==> src/hdl/ntc_lkp_pkg.sv <==
`timescale 1ns / 1ps

package ntc_lkp_pkg;

    // Request kinds carried in s_tuser
    localparam logic [1:0] REQ_WRITE   = 2'd0;
    localparam logic [1:0] REQ_VOLTAGE = 2'd1;
    localparam logic [1:0] REQ_RES     = 2'd2;

    // Configuration register indexes
    localparam logic REG_LOAD    = 1'b0;
    localparam logic REG_ENTRIES = 1'b1;

    // Field widths
    localparam int IDX_W  = 6;
    localparam int RES_W  = 32;
    localparam int TEMP_W = 16;
    localparam int MV_W   = 16;
    localparam int ENT_W  = 7;
    localparam int PROD_W = RES_W + MV_W;

    // Input tdata layout, lowest bit first
    localparam int IN_IDX_LSB   = 0;
    localparam int IN_ERES_LSB  = IN_IDX_LSB + IDX_W;
    localparam int IN_ETEMP_LSB = IN_ERES_LSB + RES_W;
    localparam int IN_SRC_LSB   = IN_ETEMP_LSB + TEMP_W;
    localparam int IN_NTC_LSB   = IN_SRC_LSB + MV_W;
    localparam int IN_MRES_LSB  = IN_NTC_LSB + MV_W;
    localparam int IN_TDATA_W   = 120;

    // Output tdata layout, lowest bit first
    localparam int OUT_TEMP_LSB = 0;
    localparam int OUT_RES_LSB  = TEMP_W;
    localparam int OUT_TDATA_W  = 48;

    // Serial arithmetic step counts
    localparam int MUL_STEPS = MV_W;
    localparam int DIV_STEPS = PROD_W;
    localparam int STEP_W    = 6;

    localparam logic [RES_W-1:0] RES_MAX = '1;

endpackage

==> src/hdl/ntc_resistance_temperature_lookup.sv <==
`timescale 1ns / 1ps
// Flow: a table write lands at its accept edge; a resistance item runs the
// bisection search, reads both bracket entries and keeps the higher temperature;
// a voltage item with ntc below source first runs the serial multiply and divide.
// Throughput: one item in flight; writes every cycle while idle; a resistance
// or voltage item blocks input until handed over; a stalled result holds input.
// Reset: load resistor 10000, 64 entries in use; table contents undefined.
module ntc_resistance_temperature_lookup
#(
    parameter int TABLE_DEPTH = 64
)
(
    input  logic                                 clk,
    input  logic                                 rst_n,
    // Input items
    input  logic                                 s_tvalid,
    output logic                                 s_tready,
    // entry_index, entry_resistance, entry_temperature, source_mv, ntc_mv,
    // measured_resistance, zero pad
    input  logic [ntc_lkp_pkg::IN_TDATA_W-1:0]   s_tdata,
    // req_type
    input  logic [1:0]                           s_tuser,
    // Result items
    output logic                                 m_tvalid,
    input  logic                                 m_tready,
    // temperature, resistance_used
    output logic [ntc_lkp_pkg::OUT_TDATA_W-1:0]  m_tdata,
    // range_error
    output logic [0:0]                           m_tuser,
    // Configuration
    input  logic                                 cfg_we,
    input  logic [0:0]                           cfg_index,
    input  logic [ntc_lkp_pkg::RES_W-1:0]        cfg_wdata
);

    localparam int IW = $clog2(TABLE_DEPTH);
    localparam int NW = $clog2(TABLE_DEPTH + 1);
    localparam int CW = ((NW > ntc_lkp_pkg::ENT_W) ? NW : ntc_lkp_pkg::ENT_W) + 1;
    localparam int EW = ((NW > ntc_lkp_pkg::IDX_W) ? NW : ntc_lkp_pkg::IDX_W) + 1;
    localparam int RW = ntc_lkp_pkg::RES_W;
    localparam int TW = ntc_lkp_pkg::TEMP_W;
    localparam int MW = ntc_lkp_pkg::MV_W;

    localparam logic [3:0] ST_IDLE  = 4'd0;
    localparam logic [3:0] ST_ARITH = 4'd1;
    localparam logic [3:0] ST_SINIT = 4'd2;
    localparam logic [3:0] ST_SREAD = 4'd3;
    localparam logic [3:0] ST_SCMP  = 4'd4;
    localparam logic [3:0] ST_FLO   = 4'd5;
    localparam logic [3:0] ST_FHI   = 4'd6;
    localparam logic [3:0] ST_FMAX  = 4'd7;
    localparam logic [3:0] ST_DONE  = 4'd8;

    // Input fields
    logic [1:0]                      req_type;
    logic [ntc_lkp_pkg::IDX_W-1:0]   entry_index;
    logic [RW-1:0]                   entry_resistance;
    logic [TW-1:0]                   entry_temperature;
    logic [MW-1:0]                   source_mv;
    logic [MW-1:0]                   ntc_mv;
    logic [RW-1:0]                   measured_resistance;

    // Configuration
    logic [RW-1:0]                   load_resistor_reg;
    logic [ntc_lkp_pkg::ENT_W-1:0]   table_entries_reg;

    // Table memory
    logic [RW-1:0]                   table_resistance [TABLE_DEPTH];
    logic [TW-1:0]                   table_temperature [TABLE_DEPTH];
    logic [RW-1:0]                   rd_res_reg;
    logic [TW-1:0]                   rd_temp_reg;
    logic [IW-1:0]                   rd_addr;
    logic                            wr_en;

    // Control and search state
    logic [3:0]                      state_reg, state_next;
    logic [RW-1:0]                   res_reg, res_next;
    logic                            err_reg, err_next;
    logic [NW-1:0]                   n_reg, n_next;
    logic [IW-1:0]                   lo_reg, lo_next;
    logic [NW-1:0]                   hi_reg, hi_next;
    logic [IW-1:0]                   idx_reg, idx_next;
    logic [TW-1:0]                   tlo_reg, tlo_next;
    logic [TW-1:0]                   temp_reg, temp_next;

    // Output register
    logic                            m_tvalid_reg, m_tvalid_next;
    logic [TW-1:0]                   out_temp_reg, out_temp_next;
    logic [RW-1:0]                   out_res_reg, out_res_next;
    logic                            out_err_reg, out_err_next;

    logic                            accept;
    logic                            md_start;
    logic                            md_done;
    logic [RW-1:0]                   md_quotient;
    logic [CW-1:0]                   ent_ext;
    logic [NW-1:0]                   n_calc;
    logic                            probe_ge;
    logic [NW-1:0]                   lo_new;
    logic [NW-1:0]                   hi_new;
    logic [NW:0]                     mid_sum;
    logic [NW-1:0]                   idx_new;
    logic [IW-1:0]                   hi_clamp;

    // Unpack input item
    assign req_type            = s_tuser;
    assign entry_index         = s_tdata[ntc_lkp_pkg::IN_IDX_LSB +: ntc_lkp_pkg::IDX_W];
    assign entry_resistance    = s_tdata[ntc_lkp_pkg::IN_ERES_LSB +: RW];
    assign entry_temperature   = s_tdata[ntc_lkp_pkg::IN_ETEMP_LSB +: TW];
    assign source_mv           = s_tdata[ntc_lkp_pkg::IN_SRC_LSB +: MW];
    assign ntc_mv              = s_tdata[ntc_lkp_pkg::IN_NTC_LSB +: MW];
    assign measured_resistance = s_tdata[ntc_lkp_pkg::IN_MRES_LSB +: RW];

    assign s_tready = (state_reg == ST_IDLE);
    assign accept   = s_tvalid && s_tready;

    // Configuration registers
    always_ff @(posedge clk or negedge rst_n)
    begin
        if (!rst_n)
        begin
            load_resistor_reg <= RW'(10000);
            table_entries_reg <= ntc_lkp_pkg::ENT_W'(64);
        end
        else if (cfg_we)
        begin
            case (cfg_index)
                ntc_lkp_pkg::REG_LOAD:
                begin
                    load_resistor_reg <= cfg_wdata;
                end
                ntc_lkp_pkg::REG_ENTRIES:
                begin
                    table_entries_reg <= cfg_wdata[ntc_lkp_pkg::ENT_W-1:0];
                end
                default:
                begin
                    load_resistor_reg <= load_resistor_reg;
                end
            endcase
        end
    end

    // Entries in use, clamped to 1..TABLE_DEPTH
    assign ent_ext = CW'(table_entries_reg);
    always_comb
    begin
        if (ent_ext == '0)
        begin
            n_calc = NW'(1);
        end
        else if (ent_ext > CW'(TABLE_DEPTH))
        begin
            n_calc = NW'(TABLE_DEPTH);
        end
        else
        begin
            n_calc = NW'(ent_ext);
        end
    end

    // Table write from an accepted write item; drop indexes past the depth
    assign wr_en = accept && (req_type == ntc_lkp_pkg::REQ_WRITE)
                   && (EW'(entry_index) < EW'(TABLE_DEPTH));

    always_ff @(posedge clk)
    begin
        if (wr_en)
        begin
            table_resistance[IW'(entry_index)]  <= entry_resistance;
            table_temperature[IW'(entry_index)] <= entry_temperature;
        end
        rd_res_reg  <= table_resistance[rd_addr];
        rd_temp_reg <= table_temperature[rd_addr];
    end

    // Upper bracket clamped to the last entry in use
    assign hi_clamp = (hi_reg == n_reg) ? IW'(n_reg - 1'b1) : IW'(hi_reg);

    // Read address per search phase
    always_comb
    begin
        case (state_reg)
            ST_SREAD: rd_addr = idx_reg;
            ST_FLO:   rd_addr = lo_reg;
            default:  rd_addr = hi_clamp;
        endcase
    end

    // Serial resistance from voltages
    assign md_start = accept && (req_type == ntc_lkp_pkg::REQ_VOLTAGE) && (ntc_mv < source_mv);

    ntc_lkp_muldiv u_muldiv
    (
        .clk      (clk),
        .rst_n    (rst_n),
        .start    (md_start),
        .load     (load_resistor_reg),
        .ntc      (ntc_mv),
        .divisor  (source_mv - ntc_mv),
        .done     (md_done),
        .quotient (md_quotient)
    );

    // One bisection step
    assign probe_ge = rd_res_reg >= res_reg;
    assign lo_new   = probe_ge ? NW'(idx_reg) : NW'(lo_reg);
    assign hi_new   = probe_ge ? hi_reg : NW'(idx_reg);
    assign mid_sum  = (NW + 1)'(lo_new) + (NW + 1)'(hi_new);
    assign idx_new  = mid_sum[NW:1];

    // Sequencer
    always_comb
    begin
        state_next    = state_reg;
        res_next      = res_reg;
        err_next      = err_reg;
        n_next        = n_reg;
        lo_next       = lo_reg;
        hi_next       = hi_reg;
        idx_next      = idx_reg;
        tlo_next      = tlo_reg;
        temp_next     = temp_reg;
        m_tvalid_next = m_tvalid_reg && !m_tready;
        out_temp_next = out_temp_reg;
        out_res_next  = out_res_reg;
        out_err_next  = out_err_reg;
        case (state_reg)
            ST_IDLE:
            begin
                if (accept)
                begin
                    case (req_type)
                        ntc_lkp_pkg::REQ_VOLTAGE:
                        begin
                            if (ntc_mv < source_mv)
                            begin
                                err_next   = 1'b0;
                                state_next = ST_ARITH;
                            end
                            else
                            begin
                                res_next   = ntc_lkp_pkg::RES_MAX;
                                err_next   = 1'b1;
                                state_next = ST_SINIT;
                            end
                        end
                        ntc_lkp_pkg::REQ_RES:
                        begin
                            res_next   = measured_resistance;
                            err_next   = 1'b0;
                            state_next = ST_SINIT;
                        end
                        default:
                        begin
                            state_next = ST_IDLE;
                        end
                    endcase
                end
            end
            ST_ARITH:
            begin
                if (md_done)
                begin
                    res_next   = md_quotient;
                    state_next = ST_SINIT;
                end
            end
            ST_SINIT:
            begin
                n_next     = n_calc;
                lo_next    = '0;
                hi_next    = n_calc;
                idx_next   = IW'(n_calc >> 1);
                state_next = ST_SREAD;
            end
            ST_SREAD:
            begin
                state_next = ST_SCMP;
            end
            ST_SCMP:
            begin
                lo_next  = IW'(lo_new);
                hi_next  = hi_new;
                idx_next = IW'(idx_new);
                if ((idx_new == lo_new) || (idx_new == hi_new))
                begin
                    state_next = ST_FLO;
                end
                else
                begin
                    state_next = ST_SREAD;
                end
            end
            ST_FLO:
            begin
                state_next = ST_FHI;
            end
            ST_FHI:
            begin
                tlo_next   = rd_temp_reg;
                state_next = ST_FMAX;
            end
            ST_FMAX:
            begin
                temp_next  = ($signed(rd_temp_reg) > $signed(tlo_reg)) ? rd_temp_reg : tlo_reg;
                state_next = ST_DONE;
            end
            ST_DONE:
            begin
                // Hand over once the output register is free
                if (!m_tvalid_reg || m_tready)
                begin
                    m_tvalid_next = 1'b1;
                    out_temp_next = temp_reg;
                    out_res_next  = res_reg;
                    out_err_next  = err_reg;
                    state_next    = ST_IDLE;
                end
            end
            default:
            begin
                state_next = ST_IDLE;
            end
        endcase
    end

    always_ff @(posedge clk or negedge rst_n)
    begin
        if (!rst_n)
        begin
            state_reg    <= ST_IDLE;
            m_tvalid_reg <= 1'b0;
        end
        else
        begin
            state_reg    <= state_next;
            m_tvalid_reg <= m_tvalid_next;
        end
    end

    // Search and result payload
    always_ff @(posedge clk)
    begin
        res_reg      <= res_next;
        err_reg      <= err_next;
        n_reg        <= n_next;
        lo_reg       <= lo_next;
        hi_reg       <= hi_next;
        idx_reg      <= idx_next;
        tlo_reg      <= tlo_next;
        temp_reg     <= temp_next;
        out_temp_reg <= out_temp_next;
        out_res_reg  <= out_res_next;
        out_err_reg  <= out_err_next;
    end

    // Pack result item
    assign m_tvalid = m_tvalid_reg;
    assign m_tdata  = {out_res_reg, out_temp_reg};
    assign m_tuser  = out_err_reg;

endmodule

==> src/hdl/ntc_lkp_muldiv.sv <==
`timescale 1ns / 1ps

// Bit-serial multiply then restoring divide: (ntc * load) / divisor,
// quotient saturated to 32 bits. One bit per cycle through a shared
// 48-bit shift word.
module ntc_lkp_muldiv
(
    input  logic                           clk,
    input  logic                           rst_n,
    input  logic                           start,
    input  logic [ntc_lkp_pkg::RES_W-1:0]  load,
    input  logic [ntc_lkp_pkg::MV_W-1:0]   ntc,
    input  logic [ntc_lkp_pkg::MV_W-1:0]   divisor,
    output logic                           done,
    output logic [ntc_lkp_pkg::RES_W-1:0]  quotient
);

    localparam logic [1:0] MD_IDLE = 2'd0;
    localparam logic [1:0] MD_MUL  = 2'd1;
    localparam logic [1:0] MD_DIV  = 2'd2;
    localparam logic [1:0] MD_DONE = 2'd3;

    localparam int RW = ntc_lkp_pkg::RES_W;
    localparam int MW = ntc_lkp_pkg::MV_W;
    localparam int SW = ntc_lkp_pkg::STEP_W;

    logic [1:0]    state_reg, state_next;
    logic [SW-1:0] cnt_reg, cnt_next;
    logic [RW-1:0] hi_reg, hi_next;
    logic [MW-1:0] lo_reg, lo_next;
    logic [MW-1:0] rem_reg, rem_next;
    logic [MW-1:0] div_reg, div_next;

    logic [RW:0]   mul_sum;
    logic [MW:0]   trial;
    logic          fits;
    logic [MW:0]   trial_rem;

    // One multiply step: add load on the low multiplier bit, shift right
    assign mul_sum = {1'b0, hi_reg} + (lo_reg[0] ? {1'b0, load} : '0);

    // One divide step: bring in the top bit, subtract when the divisor fits
    assign trial     = {rem_reg, hi_reg[RW-1]};
    assign fits      = trial >= {1'b0, div_reg};
    assign trial_rem = fits ? (trial - {1'b0, div_reg}) : trial;

    // Sequencer
    always_comb
    begin
        state_next = state_reg;
        cnt_next   = cnt_reg;
        hi_next    = hi_reg;
        lo_next    = lo_reg;
        rem_next   = rem_reg;
        div_next   = div_reg;
        case (state_reg)
            MD_IDLE:
            begin
                if (start)
                begin
                    hi_next    = '0;
                    lo_next    = ntc;
                    rem_next   = '0;
                    div_next   = divisor;
                    cnt_next   = '0;
                    state_next = MD_MUL;
                end
            end
            MD_MUL:
            begin
                hi_next  = mul_sum[RW:1];
                lo_next  = {mul_sum[0], lo_reg[MW-1:1]};
                cnt_next = cnt_reg + 1'b1;
                if (cnt_reg == SW'(ntc_lkp_pkg::MUL_STEPS - 1))
                begin
                    cnt_next   = '0;
                    state_next = MD_DIV;
                end
            end
            MD_DIV:
            begin
                rem_next = trial_rem[MW-1:0];
                hi_next  = {hi_reg[RW-2:0], lo_reg[MW-1]};
                lo_next  = {lo_reg[MW-2:0], fits};
                cnt_next = cnt_reg + 1'b1;
                if (cnt_reg == SW'(ntc_lkp_pkg::DIV_STEPS - 1))
                begin
                    state_next = MD_DONE;
                end
            end
            MD_DONE:
            begin
                state_next = MD_IDLE;
            end
            default:
            begin
                state_next = MD_IDLE;
            end
        endcase
    end

    always_ff @(posedge clk or negedge rst_n)
    begin
        if (!rst_n)
        begin
            state_reg <= MD_IDLE;
            cnt_reg   <= '0;
        end
        else
        begin
            state_reg <= state_next;
            cnt_reg   <= cnt_next;
        end
    end

    // Data path word, remainder and divisor
    always_ff @(posedge clk)
    begin
        hi_reg  <= hi_next;
        lo_reg  <= lo_next;
        rem_reg <= rem_next;
        div_reg <= div_next;
    end

    // Saturate a quotient wider than 32 bits
    assign done     = (state_reg == MD_DONE);
    assign quotient = (hi_reg[RW-1:RW-MW] != '0) ? ntc_lkp_pkg::RES_MAX
                                                 : {hi_reg[RW-MW-1:0], lo_reg};

endmodule
==> config.mk <==
export PLATFORM = sky130hd
export DESIGN_NAME = ntc_resistance_temperature_lookup
export DESIGN_NICKNAME = d
export VERILOG_FILES = /design/src/hdl/ntc_lkp_pkg.sv /design/src/hdl/ntc_resistance_temperature_lookup.sv /design/src/hdl/ntc_lkp_muldiv.sv
export SDC_FILE = /design/constraint.sdc
export NUM_CORES = 2
export LEC_CHECK = 0
export BUFFER_PORTS_ARGS = -buffer_cell sky130_fd_sc_hd__buf_2
export CORE_ASPECT_RATIO = 0.75
export CORE_MARGIN = 4
export CORE_UTILIZATION = 50
export CTS_CLUSTER_DIAMETER = 40
export DETAILED_ROUTE_END_ITERATION = 16
export PLACE_DENSITY = 0.68
export SETUP_SLACK_MARGIN = 0.15
export SLEW_MARGIN = 0
export SYNTH_ARGS = -nofsm -noshare
export SYNTH_HDL_FRONTEND = slang
export SYNTH_SLANG_ARGS = --single-unit
==> constraint.sdc <==
create_clock -name clk -period 4.5 [get_ports clk]
set_clock_uncertainty 0.15 [all_clocks]
set_input_delay 0.675 -clock clk [delete_from_list [all_inputs] [get_ports clk]]
set_output_delay 0.675 -clock clk [all_outputs]
set_load 0.02 [all_outputs]
==> reports/results.tsv <==
stage	metric	value	unit
power	PwrDens	797.3	nW/um^2
worst_hold_path	Hold Path Class	primary input to flop	
final_layout	Top reg by flops	table_resistance	
cts	Clock Path Buffers	4	
timing	worst-margin pin slew	1.350	ns
global_route	vias in the first global route	85140	
critical_path	Crit Reg-Reg Endpoint	state_reg[1]$_DFFE_PN0P_	
final_layout	commonest non-fill, non-tap cell in the layout	edfxtp_1	
final_layout	max FFs per register	2048	
cts	Reg clk slew, reported paths	0.06	ns
status	failing checks	negative setup slack	
cts	CTS sink count	3392	
power	Internal Power	81.77	mW
detailed_routing	initial DRC count	13940	
synthesis	Post-synth EDFFs	3292	
critical_path	CP endpoint kind	flop	
critical_path	RR Startpoint	res_reg[30]$_DFFE_PP_	
final_layout	Top Registers	table_resistance x2048, table_temperature x1024	
floorplan	core area	277100	sq um
timing	Achievable Freq	0.2188	GHz
timing	Final Hold Vio Count	0	
timing	final period demand of the worst path	4.569	ns
global_route	initial antenna violation count	46	
floorplan	starting density of the core	50.40	%
synthesis	Netlist cell types	86	
synthesis	ys async rst share	1.533	%
timing	RSZ-0062 raised after global routing	true	
synthesis	synthesized area per cell	14.59	sq um
final_layout	Final Instance Area	169900	sq um
global_route	total gr overflow	0	
critical_path	delay of the slowest critical-path stage	0.46	ns
detailed_routing	via/cell ratio	6.383	
timing	final setup margin	-0.06948	ns
floorplan	number of core rows	167	
synthesis	post-synthesis sequential area ratio	72.42	%
placed_design	port bufs	208	
power	Logic pwr share	50.3	%
power	Psw	53.70	mW
synthesis	Yosys reg bits	3392	
worst_hold_path	Min-Delay Endpoint	res_reg[0]$_DFFE_PP_	
power	sequential share of power	27.1	%
final_layout	area delta synth->final	21.69	%
critical_path	Worst Path Required	5.11	ns
detailed_routing	drt wl/cell	30.14	microns
placed_design	Placed Instance Area	149800	sq um
worst_hold_path	hold path start	s_tdata[86]	
critical_path	type of the worst setup path	flop to flop	
global_route	first-pass GRT wire length	592.5	mm
worst_hold_path	hold depth	2	
global_route	Overall Global Routing Usage	28.04	%
critical_path	critical path, cell by cell	inv_2 > ha_4 > a21oi_2 > nand2_1 > a221oi_2 > buf_4 > buf_4 > a21boi_0 > a31oi_1 > and3_4 > inv_4 > ha_4 > a21o_4 > or2_4 > o211a_4 > or3_1 > a2111o_1 > o21bai_2 > o22ai_4 > o2bb2ai_1	
timing	setup violators final	3	
synthesis	Syn Nets	9860	
synthesis	ys flop type	edfxtp_1	
critical_path	CP max FO	4	
detailed_routing	Post-DRT Antenna Nets	0	
detailed_routing	final wirelength	433.6	mm
placed_design	pre-CTS setup slack	-0.4102	ns
power	Clk pwr share	22.6	%
detailed_routing	Residual DRC	0	
synthesis	Syn Std Cell Area	139600	sq um
critical_path	R2R Setup Slk	-0.07	ns
cts	clock root cell	clkbuf_16	
placed_design	GPL Wtd Cong	0.9214	
placed_design	DPL Wire Length	233.8	mm
run	Max Cap Viol	0	
final_layout	most frequent cells in the layout	edfxtp_1, a211oi_1, nand2_1	
detailed_routing	via count	91810	
floorplan	Die H	465.7	microns
synthesis	yosys warns	0	
timing	Slew Limit Fails	0	
floorplan	I/O pins	211	
cts	CTS tree	done	
timing	Final Cycle Share	101.5	%
cts	Clk Latency, worst-skew pair	0.91	ns
final_layout	layout cells sized above 1	20.84	%
global_route	largest net degree at the start of global routing	87	
critical_path	CP Launch Type	flop	
critical_path	slowest CP cell	a2111o_1	
critical_path	CP arrival	5.18	ns
floorplan	Die Footprint	287900	sq um
floorplan	Die Wd	618.2	microns
timing	slew margin rel.	10.01	%
synthesis	Synth Instances	9572	
status	status	complete, but fails checks	
power	worst vdd ir	0.0006224	V
final_layout	fin nets	10640	
detailed_routing	drt first pass iters	8	
power	leakage power	56.60	nW
cts	CTS buffer count	369	
power	Sw Share	39.64	%
cts	H-tree depth	5	
critical_path	R2R cell count	20	
==> cell usage after synthesis, types with 48 or more instances <==
library cell / instances / share of area, %
a211oi_1: 1501 / 8.1
a21oi_1: 467 / 1.7
a31oi_1: 395 / 1.8
and2_0: 341 / 1.5
and2_1: 466 / 2.1
buf_1: 51 / 0.14
clkbuf_1: 603 / 1.6
dfxtp_1: 48 / 0.69
edfxtp_1: 3292 / 71
ha_1: 125 / 1.1
inv_1: 140 / 0.38
mux2_2: 57 / 0.46
mux2i_1: 406 / 2.9
nand2_1: 862 / 2.3
nor2_1: 162 / 0.44
nor2b_1: 48 / 0.22
o21ai_0: 82 / 0.29
==> final cells by class <==
cell class	count	area, sq um
Timing Repair Buffer	1097	12790
Tap cell	3718	4652
Antenna cell	20	50.05
Clock buffer	435	9721
Multi-Input combinational cell	5348	38450
Sequential cell	3392	101100
Inverter	140	528.0
Clock inverter	234	2595
Fill cell	19730	107200
==> cells by family (layout without fill, tap and decap cells) <==
| group | count (synthesis) | in the layout | share of synthesized area, % |
|---|---|---|---|
| flip-flops | 3392 | 3392 | 72.42 |
| AO/OA/AOI/OAI | 2655 | 2655 | 13.02 |
| AND/OR/NAND/NOR | 2029 | 2029 | 7.274 |
| buffers and inverters | 832 | 1906 | 2.275 |
| multiplexers | 465 | 465 | 3.388 |
| adder cells (fa/ha/maj) | 128 | 128 | 1.163 |
| XOR/XNOR | 71 | 71 | 0.4552 |
| other | 0 | 20 | 0 |
==> layer usage <==
metal  global-route usage [%]  vias to the layer above  routed length [microns]
met5                        0                        -                      190
met1                    41.52                    45970                   171500
met3                    6.175                      969                    55010
li1                         -                    39000                        -
met2                    40.56                     5867                   188100
met4                    11.00                        8                    18760
==> power by group through the flow <==
stage,Clock (mW),Sequential [mW],Combinational [mW]
after global routing,32.2,36.8,71.7
after detailed placement,0,37.4,52.8
after CTS,30.8,36.7,57.1
after global placement,0,37.3,51.9
final,30.6,36.8,68.1
after floorplan,0,36.9,32.0
==> critical path: cells and delay by family (launching register included) <==
kind | cells | cell delay [ns]
compound gates | 10 | 1.98
fa+ha+maj | 2 | 0.42
buf+inv | 4 | 0.52
flops | 1 | 0.41
simple gates | 4 | 0.92
==> metrics by stage <==
stage	util [%]	hold slack (ns)	setup TNS (ns)	std cells	power, mW
final	61.33	0.05143	-0.1408	14380	135.5
after floorplan	-	0.2294	-1238.99	9572	68.91
after CTS	59.52	0.00004263	0	14200	124.5
after global routing	61.32	0.02364	-1.607	14370	140.7
after detailed placement	54.06	0.2545	-1.482	13390	90.13
after global placement	54.06	0.2560	-0.7544	13390	89.22
==> repair_timing <==
action / 4_1_cts / 5_1_grt
setup buffers: 43 / 103
pin swaps: 62 / 306
endpoints found under the setup margin: 49 / 80
hold buffers: 75 / 0
gates resized for setup: 179 / 544
gates cloned: 23 / 63
endpoints found under the hold margin: 142 / 0
==> worst max path at each step <==
stage                                        start                                end  slack, ns  cells past startpoint
after floorplan           state_reg[1]$_DFFE_PN0P_  table_resistance[28][0]$_DFFE_PP_      -0.46                      7
after global placement       res_reg[29]$_DFFE_PP_           state_reg[1]$_DFFE_PN0P_      -0.35                     17
after detailed placement     res_reg[28]$_DFFE_PP_           state_reg[1]$_DFFE_PN0P_      -0.41                     17
after CTS                    res_reg[26]$_DFFE_PP_           state_reg[1]$_DFFE_PN0P_      0.004                     21
after global routing         res_reg[30]$_DFFE_PP_           state_reg[1]$_DFFE_PN0P_      -0.24                     20
final                        res_reg[30]$_DFFE_PP_           state_reg[1]$_DFFE_PN0P_      -0.07                     20
(Power assumes the default switching activity.)
